**src/kpi_pkg.sv**
```systemverilog
// package: shared types, constants and codes for the keyframe pose interpolator
package kpi_pkg;

  localparam int KPI_MAX_KEYS    = 8;
  localparam int KPI_VAL_W       = 16;
  localparam int KPI_POSE_W      = 6 * KPI_VAL_W;
  localparam int KPI_IN_DATA_W   = 136;
  localparam int KPI_OUT_DATA_W  = 96;
  localparam logic [3:0] KPI_COUNT_RESET = 4'd6;

  localparam logic OP_WRITE   = 1'b0;
  localparam logic OP_ADVANCE = 1'b1;

  typedef enum logic [3:0] {
    ST_IDLE,
    ST_TOT,
    ST_MOD,
    ST_SCAN,
    ST_FAC,
    ST_PA,
    ST_PB,
    ST_MUL,
    ST_ACC,
    ST_DONE
  } kpi_state_t;

  typedef struct packed {
    logic        start;
    logic [15:0] rem_init;
    logic [16:0] dividend;
    logic [4:0]  steps;
    logic [15:0] divisor;
  } kpi_div_req_t;

  typedef struct packed {
    logic        done;
    logic [15:0] rem;
    logic [15:0] quo;
  } kpi_div_rsp_t;

endpackage

```
**src/kpi_ram.sv**
```systemverilog
// generic single write port ram with registered read
module kpi_ram #(
  parameter int WIDTH = 16,
  parameter int DEPTH = 8
) (
  input  logic                                 clk,
  input  logic                                 we,
  input  logic [(DEPTH > 1 ? $clog2(DEPTH) : 1)-1:0] waddr,
  input  logic [WIDTH-1:0]                     wdata,
  input  logic [(DEPTH > 1 ? $clog2(DEPTH) : 1)-1:0] raddr,
  output logic [WIDTH-1:0]                     rdata
);

  logic [WIDTH-1:0] mem [DEPTH];

  always_ff @(posedge clk) begin
    if (we) begin
      mem[waddr] <= wdata;
    end
    rdata <= mem[raddr];
  end

endmodule

```
**src/kpi_div.sv**
```systemverilog
// bit-serial restoring divider: one quotient bit per cycle
module kpi_div (
  input  logic                  clk,
  input  logic                  rst_n,
  input  kpi_pkg::kpi_div_req_t req,
  output kpi_pkg::kpi_div_rsp_t rsp
);
  import kpi_pkg::*;

  logic        busy_r, busy_nxt;
  logic        done_r, done_nxt;
  logic [15:0] rem_r, rem_nxt;
  logic [16:0] dvd_r, dvd_nxt;
  logic [15:0] quo_r, quo_nxt;
  logic [15:0] div_r, div_nxt;
  logic [4:0]  cnt_r, cnt_nxt;
  logic [16:0] cand;
  logic        ge;

  assign cand = {rem_r, dvd_r[16]};
  assign ge   = cand >= {1'b0, div_r};

  always_comb begin
    busy_nxt = busy_r;
    done_nxt = 1'b0;
    rem_nxt  = rem_r;
    dvd_nxt  = dvd_r;
    quo_nxt  = quo_r;
    div_nxt  = div_r;
    cnt_nxt  = cnt_r;
    if (req.start) begin
      busy_nxt = 1'b1;
      rem_nxt  = req.rem_init;
      dvd_nxt  = req.dividend;
      quo_nxt  = '0;
      div_nxt  = req.divisor;
      cnt_nxt  = req.steps;
    end else if (busy_r) begin
      rem_nxt = ge ? 16'(cand - {1'b0, div_r}) : cand[15:0];
      dvd_nxt = {dvd_r[15:0], 1'b0};
      quo_nxt = {quo_r[14:0], ge};
      cnt_nxt = cnt_r - 5'd1;
      if (cnt_r == 5'd1) begin
        busy_nxt = 1'b0;
        done_nxt = 1'b1;
      end
    end
  end

  always_ff @(posedge clk) begin
    if (!rst_n) begin
      busy_r <= 1'b0;
      done_r <= 1'b0;
    end else begin
      busy_r <= busy_nxt;
      done_r <= done_nxt;
    end
  end

  always_ff @(posedge clk) begin
    rem_r <= rem_nxt;
    dvd_r <= dvd_nxt;
    quo_r <= quo_nxt;
    div_r <= div_nxt;
    cnt_r <= cnt_nxt;
  end

  assign rsp.done = done_r;
  assign rsp.rem  = rem_r;
  assign rsp.quo  = quo_r;

endmodule

```
**src/keyframe_pose_interpolator.sv**
```systemverilog
// top level: keyframe store, loop timer, segment search and pose interpolation
//
// channel  dir  handshake            payload
// in_      in   in_tvalid/in_tready  in_tdata (key and step fields), in_tuser (opcode)
// out_     out  out_tvalid/out_tready out_tdata (pose), out_tuser (found)
// cfg_     in   cfg_wr_en            cfg_wr_data (key count)
//
// a write word is stored in the key memories as it is accepted; an advance word passes through
// the serial divider (modulo, then factor), the one-read-a-cycle scan of the key time
// memory and the shared lane multiplier
// reset clears elapsed time and held pose and sets the key count to six; key memories
// stay unset
// a new word is taken once the previous one is finished, even while its result
// still waits in the output register
module keyframe_pose_interpolator #(
  parameter int MAX_KEYS = kpi_pkg::KPI_MAX_KEYS
) (
  input  logic                               clk,
  input  logic                               rst_n,
  input  logic                               in_tvalid,
  output logic                               in_tready,
  // key_index, key_time, key_pos_x/y/z, key_rot_x/y/z, step_time, zero pad
  input  logic [kpi_pkg::KPI_IN_DATA_W-1:0]  in_tdata,
  // opcode
  input  logic                               in_tuser,
  output logic                               out_tvalid,
  input  logic                               out_tready,
  // pos_x, pos_y, pos_z, rot_x, rot_y, rot_z
  output logic [kpi_pkg::KPI_OUT_DATA_W-1:0] out_tdata,
  // found
  output logic                               out_tuser,
  input  logic                               cfg_wr_en,
  input  logic [3:0]                         cfg_wr_data
);
  import kpi_pkg::*;

  localparam int KW = $clog2(MAX_KEYS);

  function automatic logic [KW-1:0] to_addr(input logic [3:0] v);
    logic [6:0] w;
    w = {3'b000, v};
    return w[KW-1:0];
  endfunction

  kpi_state_t state_r, state_nxt;

  logic [3:0]            count_r;
  logic [15:0]           elapsed_r, elapsed_nxt;
  logic [KPI_POSE_W-1:0] held_r, held_nxt;
  logic                  found_r, found_nxt;
  logic                  out_valid_r, out_valid_nxt;
  logic [KPI_POSE_W-1:0] out_data_r, out_data_nxt;
  logic                  out_found_r, out_found_nxt;

  logic [15:0]           step_r, step_nxt;
  logic [3:0]            n_r, n_nxt;
  logic [15:0]           t0_r, t0_nxt;
  logic [3:0]            scan_r, scan_nxt;
  logic [3:0]            seg_r, seg_nxt;
  logic [15:0]           fac_r, fac_nxt;
  logic [KPI_POSE_W-1:0] pa_r, pa_nxt;
  logic [KPI_POSE_W-1:0] pb_r, pb_nxt;
  logic [2:0]            lane_r, lane_nxt;
  logic signed [33:0]    prod_r, prod_nxt;

  logic                  in_acc;
  logic [3:0]            n_eff;
  logic                  key_we;
  logic [KW-1:0]         key_waddr;
  logic [KW-1:0]         time_raddr;
  logic [KW-1:0]         pose_raddr;
  logic [15:0]           time_rdata;
  logic [KPI_POSE_W-1:0] pose_rdata;
  logic [KPI_POSE_W-1:0] key_pose;
  logic [16:0]           sum;
  logic [4:0]            scan_next;
  logic [15:0]           lane_a, lane_b;
  logic signed [17:0]    lane_diff;
  logic signed [33:0]    lane_acc;
  logic [15:0]           lane_res;

  kpi_div_req_t div_req;
  kpi_div_rsp_t div_rsp;

  assign in_acc    = in_tvalid && in_tready;
  assign in_tready = (state_r == ST_IDLE);
  assign n_eff     = ({3'b000, count_r} > 7'(MAX_KEYS)) ? 4'(MAX_KEYS) : count_r;
  assign key_we    = in_acc && (in_tuser == OP_WRITE) && ({4'b0000, in_tdata[2:0]} < 7'(MAX_KEYS));
  assign key_waddr = to_addr({1'b0, in_tdata[2:0]});
  assign key_pose  = in_tdata[114:19];
  assign sum       = {1'b0, elapsed_r} + {1'b0, step_r};
  assign scan_next = {1'b0, scan_r} + 5'd1;

  assign lane_a    = pa_r[lane_r*16 +: 16] ^ 16'h8000;
  assign lane_b    = pb_r[lane_r*16 +: 16] ^ 16'h8000;
  assign lane_diff = $signed({2'b00, lane_b}) - $signed({2'b00, lane_a});
  assign lane_acc  = $signed({2'b00, lane_a, 16'h8000}) + prod_r;
  assign lane_res  = lane_acc[31:16] ^ 16'h8000;

  kpi_ram #(.WIDTH(16), .DEPTH(MAX_KEYS)) u_time_ram (
    .clk   (clk),
    .we    (key_we),
    .waddr (key_waddr),
    .wdata (in_tdata[18:3]),
    .raddr (time_raddr),
    .rdata (time_rdata)
  );

  kpi_ram #(.WIDTH(KPI_POSE_W), .DEPTH(MAX_KEYS)) u_pose_ram (
    .clk   (clk),
    .we    (key_we),
    .waddr (key_waddr),
    .wdata (key_pose),
    .raddr (pose_raddr),
    .rdata (pose_rdata)
  );

  kpi_div u_div (
    .clk   (clk),
    .rst_n (rst_n),
    .req   (div_req),
    .rsp   (div_rsp)
  );

  always_comb begin
    unique case (state_r)
      ST_MOD:  time_raddr = '0;
      ST_SCAN: time_raddr = to_addr(scan_next[3:0]);
      default: time_raddr = to_addr(n_eff - 4'd1);
    endcase
  end

  assign pose_raddr = (state_r == ST_PA) ? to_addr(seg_r + 4'd1) : to_addr(seg_r);

  // next state
  always_comb begin
    state_nxt = state_r;
    unique case (state_r)
      ST_IDLE: begin
        if (in_acc && in_tuser == OP_ADVANCE) begin
          state_nxt = (n_eff == 4'd0) ? ST_DONE : ST_TOT;
        end
      end
      ST_TOT:  state_nxt = (time_rdata == 16'd0) ? ST_DONE : ST_MOD;
      ST_MOD: begin
        if (div_rsp.done) begin
          state_nxt = ST_SCAN;
        end
      end
      ST_SCAN: begin
        if (scan_r != 4'd0 && t0_r <= elapsed_r && elapsed_r < time_rdata) begin
          state_nxt = ST_FAC;
        end else if (scan_next >= {1'b0, n_r}) begin
          state_nxt = ST_DONE;
        end
      end
      ST_FAC: begin
        if (div_rsp.done) begin
          state_nxt = ST_PA;
        end
      end
      ST_PA:   state_nxt = ST_PB;
      ST_PB:   state_nxt = ST_MUL;
      ST_MUL:  state_nxt = ST_ACC;
      ST_ACC:  state_nxt = (lane_r == 3'd5) ? ST_DONE : ST_MUL;
      ST_DONE: begin
        if (!out_valid_r || out_tready) begin
          state_nxt = ST_IDLE;
        end
      end
      default: state_nxt = ST_IDLE;
    endcase
  end

  // datapath and outputs
  always_comb begin
    elapsed_nxt   = elapsed_r;
    held_nxt      = held_r;
    found_nxt     = found_r;
    out_valid_nxt = out_valid_r;
    out_data_nxt  = out_data_r;
    out_found_nxt = out_found_r;
    step_nxt      = step_r;
    n_nxt         = n_r;
    t0_nxt        = t0_r;
    scan_nxt      = scan_r;
    seg_nxt       = seg_r;
    fac_nxt       = fac_r;
    pa_nxt        = pa_r;
    pb_nxt        = pb_r;
    lane_nxt      = lane_r;
    prod_nxt      = prod_r;
    div_req       = '0;

    if (out_valid_r && out_tready) begin
      out_valid_nxt = 1'b0;
    end

    unique case (state_r)
      ST_IDLE: begin
        step_nxt  = in_tdata[130:115];
        n_nxt     = n_eff;
        found_nxt = 1'b0;
      end
      ST_TOT: begin
        if (time_rdata != 16'd0) begin
          div_req.start    = 1'b1;
          div_req.rem_init = '0;
          div_req.dividend = sum;
          div_req.steps    = 5'd17;
          div_req.divisor  = time_rdata;
        end
      end
      ST_MOD: begin
        if (div_rsp.done) begin
          elapsed_nxt = div_rsp.rem;
          scan_nxt    = '0;
        end
      end
      ST_SCAN: begin
        if (scan_r != 4'd0 && t0_r <= elapsed_r && elapsed_r < time_rdata) begin
          seg_nxt          = scan_r - 4'd1;
          div_req.start    = 1'b1;
          div_req.rem_init = elapsed_r - t0_r;
          div_req.dividend = '0;
          div_req.steps    = 5'd16;
          div_req.divisor  = time_rdata - t0_r;
        end else begin
          t0_nxt   = time_rdata;
          scan_nxt = scan_next[3:0];
        end
      end
      ST_FAC: begin
        if (div_rsp.done) begin
          fac_nxt = div_rsp.quo;
        end
      end
      ST_PA: pa_nxt = pose_rdata;
      ST_PB: begin
        pb_nxt   = pose_rdata;
        lane_nxt = '0;
      end
      ST_MUL: prod_nxt = 34'(lane_diff * $signed({2'b00, fac_r}));
      ST_ACC: begin
        held_nxt[lane_r*16 +: 16] = lane_res;
        lane_nxt                  = lane_r + 3'd1;
        found_nxt                 = 1'b1;
      end
      ST_DONE: begin
        if (!out_valid_r || out_tready) begin
          out_valid_nxt = 1'b1;
          out_data_nxt  = held_r;
          out_found_nxt = found_r;
        end
      end
      default: ;
    endcase
  end

  always_ff @(posedge clk) begin
    if (!rst_n) begin
      state_r     <= ST_IDLE;
      count_r     <= KPI_COUNT_RESET;
      elapsed_r   <= '0;
      held_r      <= '0;
      found_r     <= 1'b0;
      out_valid_r <= 1'b0;
    end else begin
      state_r     <= state_nxt;
      elapsed_r   <= elapsed_nxt;
      held_r      <= held_nxt;
      found_r     <= found_nxt;
      out_valid_r <= out_valid_nxt;
      if (cfg_wr_en) begin
        count_r <= cfg_wr_data;
      end
    end
  end

  always_ff @(posedge clk) begin
    out_data_r  <= out_data_nxt;
    out_found_r <= out_found_nxt;
    step_r      <= step_nxt;
    n_r         <= n_nxt;
    t0_r        <= t0_nxt;
    scan_r      <= scan_nxt;
    seg_r       <= seg_nxt;
    fac_r       <= fac_nxt;
    pa_r        <= pa_nxt;
    pb_r        <= pb_nxt;
    lane_r      <= lane_nxt;
    prod_r      <= prod_nxt;
  end

  assign out_tvalid = out_valid_r;
  assign out_tdata  = out_data_r;
  assign out_tuser  = out_found_r;

endmodule
```
**config.mk**
```make
export PLATFORM = sky130hd
export DESIGN_NAME = keyframe_pose_interpolator
export DESIGN_NICKNAME = d
export VERILOG_FILES = /design/src/kpi_pkg.sv /design/src/kpi_ram.sv /design/src/kpi_div.sv /design/src/keyframe_pose_interpolator.sv
export SDC_FILE = /design/constraint.sdc
export NUM_CORES = 2
export LEC_CHECK = 0
export BUFFER_PORTS_ARGS = -buffer_cell sky130_fd_sc_hd__buf_4
export CAP_MARGIN = 20
export CORE_MARGIN = 3
export CORE_UTILIZATION = 60
export CTS_CLUSTER_DIAMETER = 100
export DETAILED_ROUTE_END_ITERATION = 8
export PLACE_DENSITY = 0.75
export SETUP_SLACK_MARGIN = 0.02
export SYNTH_ARGS = -nofsm -noshare
export SYNTH_HDL_FRONTEND = slang
export SYNTH_HIERARCHICAL = 1
export SYNTH_SLANG_ARGS = --single-unit
```
**constraint.sdc**
```tcl
create_clock -name clk -period 11.95 [get_ports clk]
set_input_delay 1.195 -clock clk [delete_from_list [all_inputs] [get_ports clk]]
set_output_delay 1.195 -clock clk [all_outputs]
set_load 0.02 [all_outputs]
```
==> impl_results.md <==
* Status: finished clean
* Gates resized, CTS repair at 0
* Detailed Place HPWL at 100 mm
* Gate Count Post-Synth at 4,628
* Psw at 9080 uW
* WL final at 158 mm
* Final hold violations at 0
* Number of port buffers at 239
* Kind of start point of the critical path: flop
* Top post-synthesis cells by area: edfxtp_1, fa_1, mux4_2
* FF-to-FF path depth at 36
* Layout area overhead at 12.7%
* Grt ovf at 0
* Placeable Area at 118,000 um2
* Worst Path Required at 12.46 ns
* Leading area contributor after synthesis: edfxtp_1
* Hold WC Path Type: flop to flop
* Final instance area at 80,900 um2
* VDD IR-drop max at 0.00121 V
* Slew of the pin with the lowest slew margin at 1.18 ns
* Number of enable-type register cells in the synthesized netlist at 1,318
* Most common flop cell mapped by yosys: edfxtp_1
* H-Tree Depth at 4
* CTS Buffer Depth at 3
* Net Sw Frac at 0.375
* CP most frequent cell: fa_1
* Hold Path Sink: out_tdata[34]
* Gate power share at 0.510
* Synth Warn # at 6
* Fmax at 0.0942 GHz
* DR vias/cell at 5.85
* GPL Wtd Cong at 0.902
* Fin Setup TNS at 0 ns
* Max-cap violation count at 0
* Per-cell routed wire length at 23.7 um
* Post-synthesis register bit count at 1,570
* Skew final at 0.0637 ns
* Die ar. at 124,000 um2
* Site Rows at 126
* CP max stage delay at 0.67 ns
* RSZ-0062 raised after global routing: false
* Critical path class: flop to flop
* CTS sink cnt at 1,570
* Hold buffer count at cts at 0
* Hold Path Stages at 0
* CTS Root Buffer Type: clkbuf_16
* Initial Util at 0.606
* R2R Path End: prod_r[30]
* Minimum clock period at 10.62 ns
* CP max-delay cell: edfxtp_1
* Tcrit/Tclk final at 0.889
* Initial antenna violation count at 19
* TritonRoute pass-1 iters at 8
* Cts bufs inserted at 155
* Power Internal at 15,100 uW
* Post-CTS setup buffer count at 0
* DR DRC count at 0
* Largest net degree at the start of global routing at 127
* FF-to-FF Start: lane_r[0]
* HP Start: held_r[34]
* Initial DRC Count at 3,180
* Mean cell area of the mapped netlist at 15.5 um2
* CP Capture Type: flop
* Layout cells sized above 1 at 0.191
* Worst EP arrival at 11.13 ns
* Clock power share at 0.202
* Die height at 352 um
* Post-synth ARST share at 0
* Vias at 38.9k
* Netlist Area Pre-Place at 71,800 um2
* Synth top area share at 0.551
* Final core occ at 0.683
* Crit path max fanout at 54
* Register area share after synthesis at 0.621
* Fill cell count at 7,629
* CTS tree: built
* Die width at 352 um
* Slew headroom at 0.213
* Slew Limit Fails at 0
* Seq. cell area at 44,600 um2
* Total track usage at 0.258
* Netlist cell types at 88
* Number of global-route vias before repair at 40.4k
* Pwr/cell area at 299 nW/um2
* Seq pwr share at 0.288
* Area after DPL at 75,500 um2
* Final nets at 5,534
* Routed Antenna Nets at 0
* Reg clk slew, reported paths at 0.06 ns
* Footprint of the multi-input gates at 24,900 um2
* Boundary pin count at 245
* First-pass GRT wire length at 243 mm
* Final Setup Violations at 0
* Setup slack, reg-to-reg at 1.33 ns
* Skew-Pair Late Insertion Delay at 0.79 ns
* Leakage at 0.0301 uW
-- worst max-delay path, delay by kind of cell (launching register included) --
family	cells	cell delay [ns]
AND/OR/NAND/NOR	3	0.66
adder cells (fa/ha/maj)	8	3.57
flip-flops	1	0.67
multiplexers	2	0.87
AO/OA/AOI/OAI	16	3.69
XOR/XNOR	1	0.08
buffers and inverters	6	0.72
-- kinds of logic after synthesis --
kind of cell | share of synthesized area
DFF | 0.621
and+or+nand+nor | 0.0626
buffers and inverters | 0.0361
xor gates and xnor gates | 0.0134
muxes | 0.113
other | 0.0000522
AOI/OAI and AO/OA | 0.0425
adders and majority gates | 0.110
-- power groups by stage --
stage	registers [uW]	clock network [uW]	logic, uW
6_report	6980	4880	12400
5_1_grt	6990	5170	14200
4_1_cts	6980	4970	12500
3_5_place_dp	7090	0	12400
3_3_place_gp	7080	0	12300
2_1_floorplan	7040	0	9710
-- Yosys cell counts (all sizes together), types with 110 or more instances --
master,number
fa,266
nand2,335
edfxtp,1318
mux2,139
mux4,256
a21oi,110
and2,135
nor2,139
clkbuf,121
dfxtp,252
ha,207
inv,449
-- layout make-up --
type	count	share of cell area
repair buffers	312	0.0306
diodes	8	0.000247
inverters	450	0.0209
multi-input cells	2426	0.307
clock inverters	67	0.00984
flip-flops and latches	1570	0.552
well taps	1600	0.0247
clock buffers	223	0.0549
-- stage by stage --
stage                     cells  total power (uW)  worst slack, ns  hold slack [ns]
after floorplan            4630             16700             2.02            0.404
after global placement     6349             19300             1.62            0.407
after detailed placement   6352             19500             1.50            0.411
after CTS                  6642             24500             1.41            0.398
after global routing       6654             26300            0.770            0.406
final                      6656             24200             1.33            0.409
-- registers in the layout, summed over array words and instances (netlist names), 5 cells and up --
name / count
fac_r: 16
out_tdata: 96
t0_r: 16
u_div/cnt_r: 5
step_r: 16
u_time_ram/mem: 128
u_pose_ram/rdata: 96
elapsed_r: 16
u_pose_ram/mem: 768
u_div/div_r: 16
prod_r: 17
u_time_ram/rdata: 16
u_div/quo_r: 16
u_div/dvd_r: 17
pa_r: 96
pb_r: 96
u_div/rem_r: 16
held_r: 96
-- worst max path at each step --
| stage | startpoint | to | slack (ns) | cells after the start |
|---|---|---|---|---|
| final | lane_r[0] | prod_r[30] | 1.33 | 36 |
| after global routing | lane_r[0] | prod_r[30] | 0.77 | 36 |
| after CTS | lane_r[0] | prod_r[30] | 1.41 | 36 |
| after detailed placement | lane_r[0] | prod_r[30] | 1.50 | 36 |
| after global placement | lane_r[0] | prod_r[31] | 1.62 | 36 |
| after floorplan | lane_r[0] | prod_r[28] | 2.02 | 40 |
-- cells in the final DEF, fill, tap and decap left out, types with 30 or more instances in the layout --
cell type / Yosys / routed
clkbuf_16: 0 / 162
ha_1: 207 / 207
clkbuf_1: 120 / 45
nor2b_1: 92 / 91
edfxtp_1: 1318 / 1318
and2_1: 135 / 135
o21ai_0: 93 / 93
a21oi_1: 109 / 109
mux2i_1: 71 / 71
nand3_1: 30 / 30
fa_1: 266 / 266
nand2b_1: 47 / 47
mux4_2: 228 / 228
buf_4: 3 / 299
xor2_1: 41 / 40
nand2_1: 334 / 333
dfxtp_1: 252 / 252
inv_1: 448 / 448
a21boi_0: 54 / 54
xnor2_1: 69 / 66
nor3_1: 52 / 47
nor2_1: 139 / 122
mux2_2: 139 / 138
-- metal layers --
layer | global-route usage | up-vias | routed length, um
met5 | 0 | - | 59
met4 | 0.0975 | 8 | 5540
met3 | 0.0454 | 303 | 10300
met2 | 0.423 | 1381 | 77900
met1 | 0.351 | 19800 | 64000
li1 | - | 17500 | -
Power figures use the tool's default switching activity.
